[src/rtl/lsp_pkg.sv]
// Shared constants, register indexes and types of the looping sample player.
package lsp_pkg;

   localparam int MAX_FRAMES     = 4096;
   localparam int ADDR_BITS      = $clog2(MAX_FRAMES);
   localparam int POS_BITS       = 13;
   localparam int TIME_BITS      = 48;
   localparam int SAMPLE_BITS    = 32;
   localparam int CSR_INDEX_BITS = 3;
   localparam int CSR_DATA_BITS  = 48;

   localparam logic [TIME_BITS-1:0] TIME_NEVER = {TIME_BITS{1'b1}};
   localparam logic [POS_BITS-1:0]  LEN_MAX    = POS_BITS'(MAX_FRAMES);

   localparam logic KIND_WRITE  = 1'b0;
   localparam logic KIND_RENDER = 1'b1;

   localparam logic [CSR_INDEX_BITS-1:0] REG_START_FRAME    = 3'd0;
   localparam logic [CSR_INDEX_BITS-1:0] REG_START_POSITION = 3'd1;
   localparam logic [CSR_INDEX_BITS-1:0] REG_STOP_FRAME     = 3'd2;
   localparam logic [CSR_INDEX_BITS-1:0] REG_LOOP_ENABLE    = 3'd3;
   localparam logic [CSR_INDEX_BITS-1:0] REG_LOOP_BEGIN     = 3'd4;
   localparam logic [CSR_INDEX_BITS-1:0] REG_LOOP_FINISH    = 3'd5;
   localparam logic [CSR_INDEX_BITS-1:0] REG_BUFFER_LENGTH  = 3'd6;
   localparam logic [CSR_INDEX_BITS-1:0] REG_STEREO         = 3'd7;

   typedef struct packed {
      logic [TIME_BITS-1:0] start_frame;
      logic [TIME_BITS-1:0] stop_frame;
      logic                 loop_enable;
      logic [POS_BITS-1:0]  loop_begin;
      logic [POS_BITS-1:0]  loop_finish;
      logic [POS_BITS-1:0]  buffer_length;
      logic                 stereo;
   } cfg_type;

   typedef struct packed {
      logic                en;
      logic [POS_BITS-1:0] value;
   } pos_load_type;

   typedef struct packed {
      logic valid;
      logic playing;
      logic ended_event;
      logic stereo;
   } stage_type;

endpackage

[src/rtl/lsp_csr.sv]
// Configuration registers and play position load strobe.
module lsp_csr (
   input  logic                                clock,
   input  logic                                reset,
   input  logic                                csr_write,
   input  logic [lsp_pkg::CSR_INDEX_BITS-1:0]  csr_index,
   input  logic [lsp_pkg::CSR_DATA_BITS-1:0]   csr_wdata,
   output lsp_pkg::cfg_type                    cfg,
   output lsp_pkg::pos_load_type               pos_load
);
   import lsp_pkg::*;

   cfg_type cfg_ff, cfg_in;

   always_comb begin
      cfg_in = cfg_ff;
      if (csr_write) begin
         unique case (csr_index)
            REG_START_FRAME:    cfg_in.start_frame   = csr_wdata[TIME_BITS-1:0];
            REG_START_POSITION: ;
            REG_STOP_FRAME:     cfg_in.stop_frame    = csr_wdata[TIME_BITS-1:0];
            REG_LOOP_ENABLE:    cfg_in.loop_enable   = csr_wdata[0];
            REG_LOOP_BEGIN:     cfg_in.loop_begin    = csr_wdata[POS_BITS-1:0];
            REG_LOOP_FINISH:    cfg_in.loop_finish   = csr_wdata[POS_BITS-1:0];
            REG_BUFFER_LENGTH:  cfg_in.buffer_length = csr_wdata[POS_BITS-1:0];
            REG_STEREO:         cfg_in.stereo        = csr_wdata[0];
         endcase
      end
   end

   always_ff @(posedge clock) begin
      if (reset) begin
         cfg_ff.start_frame   <= '0;
         cfg_ff.stop_frame    <= TIME_NEVER;
         cfg_ff.loop_enable   <= 1'b0;
         cfg_ff.loop_begin    <= '0;
         cfg_ff.loop_finish   <= '0;
         cfg_ff.buffer_length <= '0;
         cfg_ff.stereo        <= 1'b1;
      end else begin
         cfg_ff <= cfg_in;
      end
   end

   assign cfg            = cfg_ff;
   assign pos_load.en    = csr_write && (csr_index == REG_START_POSITION);
   assign pos_load.value = csr_wdata[POS_BITS-1:0];

endmodule

[config.mk]
export PLATFORM = sky130hd
export DESIGN_NAME = lsp_csr
export DESIGN_NICKNAME = d
export VERILOG_FILES = /design/src/rtl/lsp_pkg.sv /design/src/rtl/lsp_csr.sv
export SDC_FILE = /design/constraint.sdc
export NUM_CORES = 1
export LEC_CHECK = 0
export BUFFER_PORTS_ARGS = -buffer_cell sky130_fd_sc_hd__buf_4
export CAP_MARGIN = 5
export CORE_MARGIN = 4
export CORE_UTILIZATION = 50
export CTS_CLUSTER_SIZE = 30
export DETAILED_ROUTE_END_ITERATION = 7
export GPL_ROUTABILITY_DRIVEN = 0
export HOLD_SLACK_MARGIN = 0.05
export PLACE_DENSITY_LB_ADDON = 0.15
export SLEW_MARGIN = 25
export SYNTH_ARGS = -nofsm -noshare
export SYNTH_HDL_FRONTEND = slang
export SYNTH_SLANG_ARGS = --single-unit
[constraint.sdc]
create_clock -name clock -period 1.6 [get_ports clock]
set_input_delay 0.32 -clock clock [delete_from_list [all_inputs] [get_ports clock]]
set_output_delay 0.32 -clock clock [all_outputs]
set_load 0.05 [all_outputs]
======== Yosys cells after proc, flatten, opt, wreduce, memory -nomap -nowiden ========
Cells that the tools add are included.
word-level totals
  register bits ........................... 137
  word-level logic and storage cells ...... 23
operators by class
  equality and inequality tests ........... 7
  reductions and logical operators ........ 9
operators by type and width
  kind                                                              count
  2-bit AND reduction                                               7
  3-bit == test (second input constant)                             4
  3-bit by 2-bit == test with 1-bit output (second input constant)  2
  3-bit by 1-bit == test with 1-bit output (second input constant)  1
  3-bit logical NOT                                                 1
  1-bit logical AND                                                 1

======== Longest topological paths before layout ========
  depth after elaboration ................. 2
  depth in mapped cells ................... 6

======== Least setup slack after synthesis ========
OpenSTA, ideal clock, no wires.
  kind .................................... input to output
  from .................................... input port csr_write
  to ...................................... output port pos_load[13] (netlist name)
  arrival ................................. 2.023 ns
  slack ................................... -0.743 ns
  cell stages on the path ................. 2
  path buffers ............................ 1
  cells stage by stage .................... buf_2 -> nor4bb_1
RTL lines
  item                RTL line      source
  start: declaration  lsp_csr.sv:5  input logic csr_write,
  end: declaration    lsp_csr.sv:9  output lsp_pkg::pos_load_type pos_load

======== Worst setup path in the final report ========
  from .................................... register cfg_ff (netlist bit cfg[99])
  to ...................................... output port cfg[99] (netlist name)
RTL lines
  item                      RTL line       source
  start: declaration        lsp_csr.sv:13  cfg_type cfg_ff, cfg_in;
  start signal: assignment  lsp_csr.sv:41  cfg_ff <= cfg_in;
  end: declaration          lsp_csr.sv:8   output lsp_pkg::cfg_type cfg,
No word-level cell between the ends.

==> run summary <==
DP Area: 7305 um2
FF+latch count, synth: 137
Buf/Inv on CP: 1
Clk Latency, worst-skew pair: 390 ps
final cycle utilization of the critical path: 82.16%
Total Routing Usage GR: 20.65%
DP HPWL: 10070 um
Antenna Violating Nets Remaining: 0
H-tree depth: 4
die area: 13340 um2
sequential area share after synthesis: 47.46%
final hold violation count: 0
simple-gate share of the synthesized area: 22.58%
wire length on met1: 5693 um
CTS max path bufs: 2
critical path's top delay family: flip-flops
area grow syn2layout: 36.18%
Post-Layout Cell Count: 904
antenna violations before repair: 0
TritonCTS Buffers: 17
Post-synth EDFFs: 0
Top Metal Used: met4
max-cap viol count: 0
syn_area_per_cell: 10.09 um2
setup violators final: 0
CP max stage cell: dfxtp_1
HP Class: in2reg
Yosys cell types: 15
slew margin rel.: 75.11%
Synth warnings: 0
CTS Sinks: 137
Fin Hold WS: 183.7 ps
Setup Buffers After CTS: 0
main combinational cell family by area after synthesis: multiplexers
worst-path cell chain: buf_4
DRT Wirelength: 13910 um
Ports: 205
RSZ-0062 raised after global routing: no
vias in the first global route: 4502
Critical Path Sink Type: primary output
# nets final: 805
ant diodes: 0
Period minus WS final: 1315 ps
crit start category: flip-flop
first-pass GRT wire length: 21720 um
Fill cells: 876
post-cts sizing count: 0
CTS root buf: clkbuf_16
First DRT Iteration DRCs: 176
most common cell after layout, fill and taps aside: buf_4
Final Max Tran Viols: 0
Core ar.: 11080 um2
Synth Flop Type: dfxtp_1
Die Span Y: 115.5 um
Cell Rows: 38
Post-Route Skew: 0 ps
Cells after DPL: 872
adder-cell share of the synthesized area: 0%
Syn Inst Count: 573
wire per inst: 15.39 um
DRC violations left: 0
CP peak stage delay: 380 ps
largest net degree at the start of global routing: 69
drt via density: 4.906
compound-gate portion of the synthesized area: 0%
Buffers on Ports: 204
starting density of the core: 52.17%
commonest cells after routing, fill and taps aside: buf_4 (212), mux2i_1 (137), dfxtp_1 (137)
Setup TNS: 0 ps
xor-xnor portion of the synthesized cell area: 0%
Worst-Margin Slew: 373.3 ps
Synth Cell Area: 5779 um2
max reg flops: 137
P_leak: 0.003466 uW
CTS tree: yes
Die W: 115.5 um
P per Cell Area: 1050 nW/um2
post-route cell area: 7870 um2
outcome: complete, no violations
syn_nets: 627
CTS Hold Buffers Added: 0
wire length on met2: 6892 um
layout cells sized above 1: 32.46%
Critical Path AT: 990 ps
routed vias: 4435
largest fanout on the critical path: 2
Crit Path Class: reg2out
multiplexer share of the synthesized area: 23.73%
met3 WL: 1110 um
highest clock rate: 0.7607 GHz
First-pass DRT Iterations: 5
Max VDD drop: 0.5814 mV
CP required: 1280 ps
GRT overflow: 0
CTS clock-pin slew for the worst setup and hold paths: 60 ps
FFs w/ async S/R, synth: 0%
## final timing paths
kind,slack [ps],end,startpoint,cells after the start
worst max-delay path,290,cfg[99],cfg[99]$_SDFFE_PP0P_,1
worst min-delay path,180,cfg[66]$_SDFFE_PP1P_,csr_wdata[25],3
worst max register to register,940,cfg[99]$_SDFFE_PP0P_,cfg[99]$_SDFFE_PP0P_,2
worst min register to register,470,cfg[127]$_SDFFE_PP0P_,cfg[127]$_SDFFE_PP0P_,2
## metrics by stage
stage                     utilization [%]  setup WS [ps]  power [uW]
after detailed placement            65.94          63.48        4614
after global routing                71.04          249.3        8570
after CTS                           71.04          265.3        8336
after global placement              65.94          147.4        4596
after floorplan                         -          116.9        4291
final                               71.04          285.5        8265
## cells in the mapped netlist, types with 2 or more instances
cell / n / area share, %
nor2_1: 97 / 6.3
buf_2: 12 / 1.0
buf_8: 2 / 0.52
clkbuf_1: 21 / 1.4
buf_4: 18 / 2.3
buf_6: 5 / 0.97
dfxtp_1: 137 / 47
mux2i_1: 137 / 24
nand2b_1: 136 / 15
nand4b_1: 3 / 0.45
## layout make-up
class | count | area [um2] | share of cell area, %
flip-flops and latches | 137 | 2743 | 34.85
multi-input cells | 378 | 2695 | 34.24
repair buffers | 217 | 1692 | 21.49
clock buffers | 23 | 467.9 | 5.946
well taps | 140 | 175.2 | 2.226
clock inverters | 9 | 97.59 | 1.240
## routing by layer
metal	vias to the layer above	track usage [%]
li1	2205	-
met1	2074	23.25
met2	140	35.84
met3	16	7.102
met4	0	8.294
met5	-	0
## cell families after synthesis
group                  after synthesis
AND/OR/NAND/NOR                    241
multiplexers                       137
buffers and inverters               58
flip-flops                         137
## worst register-to-register path: cells and delay by family, from the launching register on
kind	cells	cell delay, ps
and+or+nand+nor	1	90
DFF	1	380
muxes	1	130
## power breakdown
part / internal, uW / switching, uW / total, uW
clock: 2360 / 1370 / 3730
sequential: 3490 / 43.7 / 3530
combinational: 383 / 621 / 1000
(Power assumes the default switching activity.)
