## src/rtl/lsp_pkg.sv

```systemverilog
// Shared constants, register indexes and types of the looping sample player.
package lsp_pkg;

   localparam int MAX_FRAMES     = 4096;
   localparam int ADDR_BITS      = $clog2(MAX_FRAMES);
   localparam int POS_BITS       = 13;
   localparam int TIME_BITS      = 48;
   localparam int SAMPLE_BITS    = 32;
   localparam int CSR_INDEX_BITS = 3;
   localparam int CSR_DATA_BITS  = 48;

   localparam logic [TIME_BITS-1:0] TIME_NEVER = {TIME_BITS{1'b1}};
   localparam logic [POS_BITS-1:0]  LEN_MAX    = POS_BITS'(MAX_FRAMES);

   localparam logic KIND_WRITE  = 1'b0;
   localparam logic KIND_RENDER = 1'b1;

   localparam logic [CSR_INDEX_BITS-1:0] REG_START_FRAME    = 3'd0;
   localparam logic [CSR_INDEX_BITS-1:0] REG_START_POSITION = 3'd1;
   localparam logic [CSR_INDEX_BITS-1:0] REG_STOP_FRAME     = 3'd2;
   localparam logic [CSR_INDEX_BITS-1:0] REG_LOOP_ENABLE    = 3'd3;
   localparam logic [CSR_INDEX_BITS-1:0] REG_LOOP_BEGIN     = 3'd4;
   localparam logic [CSR_INDEX_BITS-1:0] REG_LOOP_FINISH    = 3'd5;
   localparam logic [CSR_INDEX_BITS-1:0] REG_BUFFER_LENGTH  = 3'd6;
   localparam logic [CSR_INDEX_BITS-1:0] REG_STEREO         = 3'd7;

   typedef struct packed {
      logic [TIME_BITS-1:0] start_frame;
      logic [TIME_BITS-1:0] stop_frame;
      logic                 loop_enable;
      logic [POS_BITS-1:0]  loop_begin;
      logic [POS_BITS-1:0]  loop_finish;
      logic [POS_BITS-1:0]  buffer_length;
      logic                 stereo;
   } cfg_type;

   typedef struct packed {
      logic                en;
      logic [POS_BITS-1:0] value;
   } pos_load_type;

   typedef struct packed {
      logic valid;
      logic playing;
      logic ended_event;
      logic stereo;
   } stage_type;

endpackage

```

## src/rtl/lsp_play.sv

```systemverilog
// Play position, ended flag, per-frame decision and the read stage control.
module lsp_play (
   input  logic                            clock,
   input  logic                            reset,
   input  logic                            accept_render,
   input  logic [lsp_pkg::TIME_BITS-1:0]   frame_time,
   input  lsp_pkg::cfg_type                cfg,
   input  lsp_pkg::pos_load_type           pos_load,
   input  logic                            drain,
   output lsp_pkg::stage_type              stage,
   output logic                            rd_en,
   output logic [lsp_pkg::ADDR_BITS-1:0]   rd_addr
);
   import lsp_pkg::*;

   logic [POS_BITS-1:0] position_ff, position_in;
   logic                ended_ff, ended_in;
   stage_type           stage_ff, stage_in;

   logic [POS_BITS-1:0] len, lb, le, le_raw, pos_eff, pos_inc, pos_next;
   logic                at_end, play_now, end_now;

   assign len    = (cfg.buffer_length > LEN_MAX) ? LEN_MAX : cfg.buffer_length;
   assign lb     = cfg.loop_enable ? ((cfg.loop_begin < len) ? cfg.loop_begin : len) : '0;
   assign le_raw = (cfg.loop_finish == '0) ? len :
                   ((cfg.loop_finish < len) ? cfg.loop_finish : len);
   assign le     = (cfg.loop_enable && (le_raw > lb)) ? le_raw : len;

   assign at_end   = (position_ff >= len);
   assign pos_eff  = at_end ? lb : position_ff;
   assign pos_inc  = pos_eff + POS_BITS'(1);
   assign pos_next = (cfg.loop_enable && (pos_inc >= le)) ? lb : pos_inc;

   always_comb begin
      position_in = position_ff;
      ended_in    = ended_ff;
      play_now    = 1'b0;
      end_now     = 1'b0;
      if (pos_load.en) begin
         position_in = pos_load.value;
      end else if (accept_render) begin
         if (ended_ff || (len == '0)) begin
            // silent, no change
         end else if (frame_time < cfg.start_frame) begin
            // not started yet
         end else if ((cfg.stop_frame != TIME_NEVER) && (frame_time >= cfg.stop_frame)) begin
            end_now  = 1'b1;
            ended_in = 1'b1;
         end else if (at_end && !cfg.loop_enable) begin
            end_now  = 1'b1;
            ended_in = 1'b1;
         end else if (pos_eff >= len) begin
            position_in = lb;
         end else begin
            play_now    = 1'b1;
            position_in = pos_next;
         end
      end
   end

   always_comb begin
      stage_in = stage_ff;
      if (accept_render) begin
         stage_in.valid       = 1'b1;
         stage_in.playing     = play_now;
         stage_in.ended_event = end_now;
         stage_in.stereo      = cfg.stereo;
      end else if (drain) begin
         stage_in.valid = 1'b0;
      end
   end

   always_ff @(posedge clock) begin
      if (reset) begin
         position_ff <= '0;
         ended_ff    <= 1'b0;
         stage_ff    <= '0;
      end else begin
         position_ff <= position_in;
         ended_ff    <= ended_in;
         stage_ff    <= stage_in;
      end
   end

   assign stage   = stage_ff;
   assign rd_en   = accept_render && play_now;
   assign rd_addr = pos_eff[ADDR_BITS-1:0];

   a_ended_sticky: assert property (@(posedge clock) disable iff (reset)
      ended_ff |=> ended_ff)
      else $error("ended flag cleared without reset");

   a_ended_silent: assert property (@(posedge clock) disable iff (reset)
      accept_render && ended_ff |=> !stage_ff.playing && !stage_ff.ended_event)
      else $error("frame after end was not silent");

endmodule

```

## config.mk

```make
export PLATFORM = sky130hd
export DESIGN_NAME = lsp_play
export DESIGN_NICKNAME = d
export VERILOG_FILES = /design/src/rtl/lsp_pkg.sv /design/src/rtl/lsp_play.sv
export SDC_FILE = /design/constraint.sdc
export NUM_CORES = 1
export LEC_CHECK = 0
export ABC_CLOCK_PERIOD_IN_PS = 7600
export BUFFER_PORTS_ARGS = -buffer_cell sky130_fd_sc_hd__clkbuf_2
export CAP_MARGIN = 20
export CORE_UTILIZATION = 48
export CTS_CLUSTER_DIAMETER = 50
export DETAILED_ROUTE_END_ITERATION = 8
export PLACE_DENSITY = 0.81
export SLEW_MARGIN = 20
export SYNTH_ARGS = -nofsm -noshare
export SYNTH_HDL_FRONTEND = slang
export SYNTH_SLANG_ARGS = --single-unit
```

## constraint.sdc

```tcl
create_clock -name clock -period 7.6 [get_ports clock]
set_clock_uncertainty 0.05 [all_clocks]
set_input_delay 0.76 -clock clock [delete_from_list [all_inputs] [get_ports clock]]
set_output_delay 0.76 -clock clock [all_outputs]
set_load 0.005 [all_outputs]
```

; Word level (Yosys, flattened, before mapping)
; Index checks and enable logic that the tools add are counted.
; Widths: inputs -> output; s select.
[word_totals]
reg_bits = 18
inputBits = 203
[op_classes]
bitwise = 3
reduce_logical = 14
n_mux = 31
addsub = 1
eq_ne = 5
magnitude_cmp = 9
[op_table]
columns = operator, n
row1 = $mux 13, 15
row2 = $ge 48x48->1, 1
row3 = $lt 48x48->1, 1
row4 = $ne 48x48->1 const B, 1
row5 = $ge 13x13->1, 3
row6 = $logic_not 13->1, 2
row7 = $lt 13x13->1, 2
row8 = $mux 1, 16
row9 = $add 13x1->13 const B, 1
row10 = $gt 13x13->1, 1
row11 = $gt 13x13->1 const B, 1
row12 = $reduce_and 5->1, 2
row13 = $ne 2x2->1 const B, 4
row14 = $reduce_bool 2->1, 3
row15 = $logic_and 1x1->1, 5
row16 = $not 1->1, 3
row17 = $logic_not 1->1, 1
row18 = $logic_or 1x1->1, 1

; Logic depth before layout (Yosys ltp)
[depth]
depth_word = 18
depth_mapped = 36
ltp_nobuf = 31

; Least setup slack after synthesis
; OpenSTA, ideal clock, no wires.
[synth_path]
path_kind = in2reg
start = input cfg[13] in the netlist's numbering
end = register position_ff[12]
path_buffers = 5
required_time_ns = 7.435
setup_time_ns = 0.115
arrival_ns = 6.970
setup_slack_ns = 0.466
stages = 34
path_cell_list = buf_6 clkbuf_1 nor2b_1 inv_1 ha_1 and3_1 o21ai_0 o211a_1 clkbuf_1 nand2_1 buf_2 mux2_2 nand2_1 ha_1 nor2b_1 o21a_1 o21a_1 o21ai_0 nand2b_1 a21oi_1 or3_1 a211oi_4 buf_8 mux2i_1 ha_1 and3_1 a31oi_1 a31oi_1 o311ai_0 a21boi_0 o311ai_0 a32oi_1 o221a_2 o21a_1
[synth_between]
elab_chain_cells = 18
[synth_lines]
columns = item, line
row1 = from (decl), lsp_play.sv:7  ; input lsp_pkg::cfg_type cfg,
row2 = $gt 13x13->1, lsp_play.sv:23  ; assign len = (cfg.buffer_length > LEN_MAX) ? LEN_MAX : cfg.buffer_length;
row3 = $mux 13 *, lsp_play.sv:23
row4 = $lt 13x13->1 (on tied branches), "lsp_play.sv:26, lsp_play.sv:24"
row5 = $mux 13 (on tied branches), "lsp_play.sv:26, lsp_play.sv:24"
row6 = $mux 13 (on tied branches), "lsp_play.sv:25, lsp_play.sv:24"
row7 = $gt 13x13->1, lsp_play.sv:27  ; assign le = (cfg.loop_enable && (le_raw > lb)) ? le_raw : len;
row8 = $logic_and 1x1->1, lsp_play.sv:27
row9 = $mux 13, lsp_play.sv:27
row10 = [2 not listed], --
row11 = $mux 13, lsp_play.sv:32  ; assign pos_next = (cfg.loop_enable && (pos_inc >= le)) ? lb : pos_inc;
row12 = $mux 13, lsp_play.sv:52  ; end else if (pos_eff >= len) begin
row13 = $mux 13, lsp_play.sv:49  ; end else if (at_end && !cfg.loop_enable) begin
row14 = $mux 13, lsp_play.sv:46  ; end else if ((cfg.stop_frame != TIME_NEVER) && (frame_time >= cfg.stop_frame)) begin
row15 = $mux 13, lsp_play.sv:44  ; end else if (frame_time < cfg.start_frame) begin
row16 = $mux 13, lsp_play.sv:42  ; if (ended_ff || (len == '0)) begin
row17 = $mux 13, lsp_play.sv:41  ; end else if (accept_render) begin
row18 = $mux 13, lsp_play.sv:39  ; if (pos_load.en) begin
row19 = to (signal assigned), lsp_play.sv:79  ; position_ff <= position_in;
row20 = to (decl), lsp_play.sv:16  ; logic [POS_BITS-1:0] position_ff, position_in;
; Mark *: on every way between the ends. The rest lies on a longest branch, timed or not. The select of a mux whose other input is x is not followed.
; A chain may end at the register's enable or synchronous reset.

; Final worst setup path
[layout_path]
start = input cfg[13] in the netlist's numbering
end = register position_ff[9]
; Same word-level chain as after synthesis.

==> results.toml <==
[flow_run]
cap_violations = 0

[die]
ios = 220
fp.dieH_um = 117.9
coreArea_um2 = 12880
die_x_um = 117.9
fp-row-count = 41
start_util_pct = 50.08
die_area_um2 = 13900

[place]
gp_congestion = 0.9708
io_buffers = 219
hpwl_um = 20170

[route]
drtPass1Iterations = 5
dr_total_vias = 7698
drc = 0
postRouteAntennaNets = 0
first_iter_violations = 748
drt-wirelength-per-cell_um = 17.91
routed_wl_um = 22910
viasPerCell = 6.019

[worst_hold_path]
hp-class = "flip-flop to flip-flop"

[setup_path]
critPathKind = "input pin to flip-flop"
end_kind = "flip-flop"
crit_top_cell = "a21o_1"
worstPathMaxFanout = 15
cpMaxStageDelayCell = "or3_1"
critical_path_arrival_ns = 7.21
cp_data_required_time_ns = 7.69
cp_slowest_stage_delay_ns = 0.39
start_kind = "input pin"

[pwr]
power.leakage_nw = 4.281
p_per_area_nw_per_um2 = 108.8
peakVddDrop_mv = 0.07451

[logic_synthesis]
yosys.cell_types.count = 66
syn_avg_cell_area_um2 = 7.387
yosysTopAreaCellShare_pct = 33.37
synth_nets = 1248
synth_edf_count = 0
synth_warnings = 0
synthCells = 873
synth_seq_area_share_pct = 5.588
netlist_area_um2 = 6449
synth_area_leaders = "ha_1 (33%), inv_1 (7.6%), dfxtp_1 (5.6%)"
synth_common_cells = "ha_1 (172), inv_1 (130), nand2_1 (62)"
synth_flop_cell = "dfxtp_1"
ys_ff_latch = 18
synth_top_area_cell = "ha_1"
synth_most_common_cell = "ha_1"
ys_async_sr_fraction_pct = 0

[timing]
finalHoldViolCount = 0
fmax_mhz = 140.5
min_period_ns = 7.117
setup_viol = 0
finalHoldWorstSlack_ns = 0.4107
maxSlewViolCount = 0
tns_ns = 0
fin_crit_sh_pct = 93.64
worst_pin_slew_ns = 0.8162
relSlewSlack_pct = 45.59

[clock_tree]
hold_buffers = 0
cts_made_buffers = 3
path_clk_slew_ns = 0.06
h-tree-depth = 1
cts_tree = "built"
clock_latency_ns = 0.25
clockBufferDepth = 2
cts-root-buf = "clkbuf_16"
cts.sinks = 18

[outcome]
outcome = "finished clean"

[finish]
synthToLayoutAreaGrowth_pct = 23.79
num_antenna_cells = 0
fin_nets = 1483
drive_gt1_share_pct = 25.93

[grt]
use_met3_pct = 4.845
busiest_layer = "met2"
grt_max_degree = 20
use_met1_pct = 38.91
grt_overflow = 0
gr-usage-all-layers_pct = 32.45
grt_first_pass_wirelength_um = 36300
met2_usage_pct = 56.80
grt_pass1_vias = 7418
antenna_found_initial = 0
[through the flow]
stage	std cells	setup slack, ns	utilization, %	area, um^2	total power (W)
2_1_floorplan	873	0.4658	-	6449	0.0005088
3_3_place_gp	1274	0.3398	61.18	7878	0.0007197
3_5_place_dp	1274	0.08543	61.18	7878	0.0007310
4_1_cts	1278	0.3255	61.87	7966	0.0008527
5_1_grt	1279	-0.01027	62.00	7983	0.0009411
6_report	1279	0.4834	62.00	7983	0.0008686
[power by group]
group / leakage [nW] / internal [W] / switching [W]
sequential: 0.149 / 0.000102 / 0.00000864
clock: 0.0442 / 0.0000802 / 0.0000385
combinational: 4.09 / 0.000275 / 0.000364
total: 4.28 / 0.000458 / 0.000411
[sequential cells by signal (all words and copies together) (netlist names)]
register,flops
stage,4
ended_ff,1
position_ff,13
[cell usage in the layout (no fill, tap or decap), types with 4 or more instances in the layout]
master | netlist | layout
clkbuf_2 | 0 | 219
ha_1 | 172 | 172
inv_1 | 130 | 130
nand2_1 | 62 | 62
a21oi_1 | 60 | 60
o21ai_0 | 43 | 43
nor2_1 | 40 | 40
nand4_1 | 37 | 37
nand3_1 | 32 | 32
buf_4 | 0 | 29
a21o_1 | 22 | 22
nor3_1 | 19 | 19
mux2_2 | 19 | 19
mux2i_1 | 18 | 18
dfxtp_1 | 18 | 18
o211ai_1 | 15 | 15
nor2b_1 | 16 | 14
o21a_1 | 14 | 14
nor4_1 | 13 | 13
a211oi_1 | 12 | 12
and3_1 | 9 | 9
nand2b_1 | 7 | 7
xnor2_1 | 6 | 6
a31oi_1 | 6 | 6
o221a_2 | 6 | 6
xor2_1 | 5 | 5
a41oi_1 | 4 | 4
o22ai_1 | 4 | 4
a21boi_0 | 4 | 4
o31ai_1 | 4 | 4
a2111oi_0 | 4 | 4
[cells by family (layout without fill, tap and decap cells)]
kind of cell / after synthesis / after routing / synth area share (%)
AOI/OAI and AO/OA: 233 / 233 / 24.43
xor gates and xnor gates: 11 / 11 / 1.494
adders and majority gates: 172 / 172 / 33.37
buffers and inverters: 151 / 385 / 9.177
DFF: 18 / 18 / 5.588
muxes: 37 / 37 / 6.112
and+or+nand+nor: 251 / 251 / 19.83
[critical path, delay by kind of cell]
kind                       cells  cell delay (ns)
buffers and inverters          4             0.73
and+or+nand+nor                6             1.19
AOI/OAI and AO/OA             18             3.19
adders and majority gates      3             0.83
muxes                          2             0.52
[timing repair]
item,CTS,global route
setup endpoints to repair,0,7
setup buffers,0,1
resized for setup,0,3
[path summary, 6_finish.rpt]
check                    to  slack (ns)           start  cells past startpoint
max          position_ff[9]        0.48         cfg[13]                     33
min                ended_ff        0.41        ended_ff                      2
max reg2reg  position_ff[9]        2.19  position_ff[8]                     21
min reg2reg        ended_ff        0.41        ended_ff                      2
[routing by layer]
metal	up-vias	routed length [um]	share of wire, %
met2	439	10900	48
li1	3700	-	-
met1	3483	9076	40
met5	-	0	0
met4	0	993	4.3
met3	76	1938	8.5
[final cells by class]
class / instances / area [um^2]
flip-flops and latches: 18 / 360.3
well taps: 172 / 215.2
repair buffers: 248 / 1314
inverters: 133 / 499.2
clock buffers: 4 / 88.84
multi-input cells: 704 / 5505
fillers: 1208 / 4893
No activity file was read; power rests on OpenSTA's default activity.
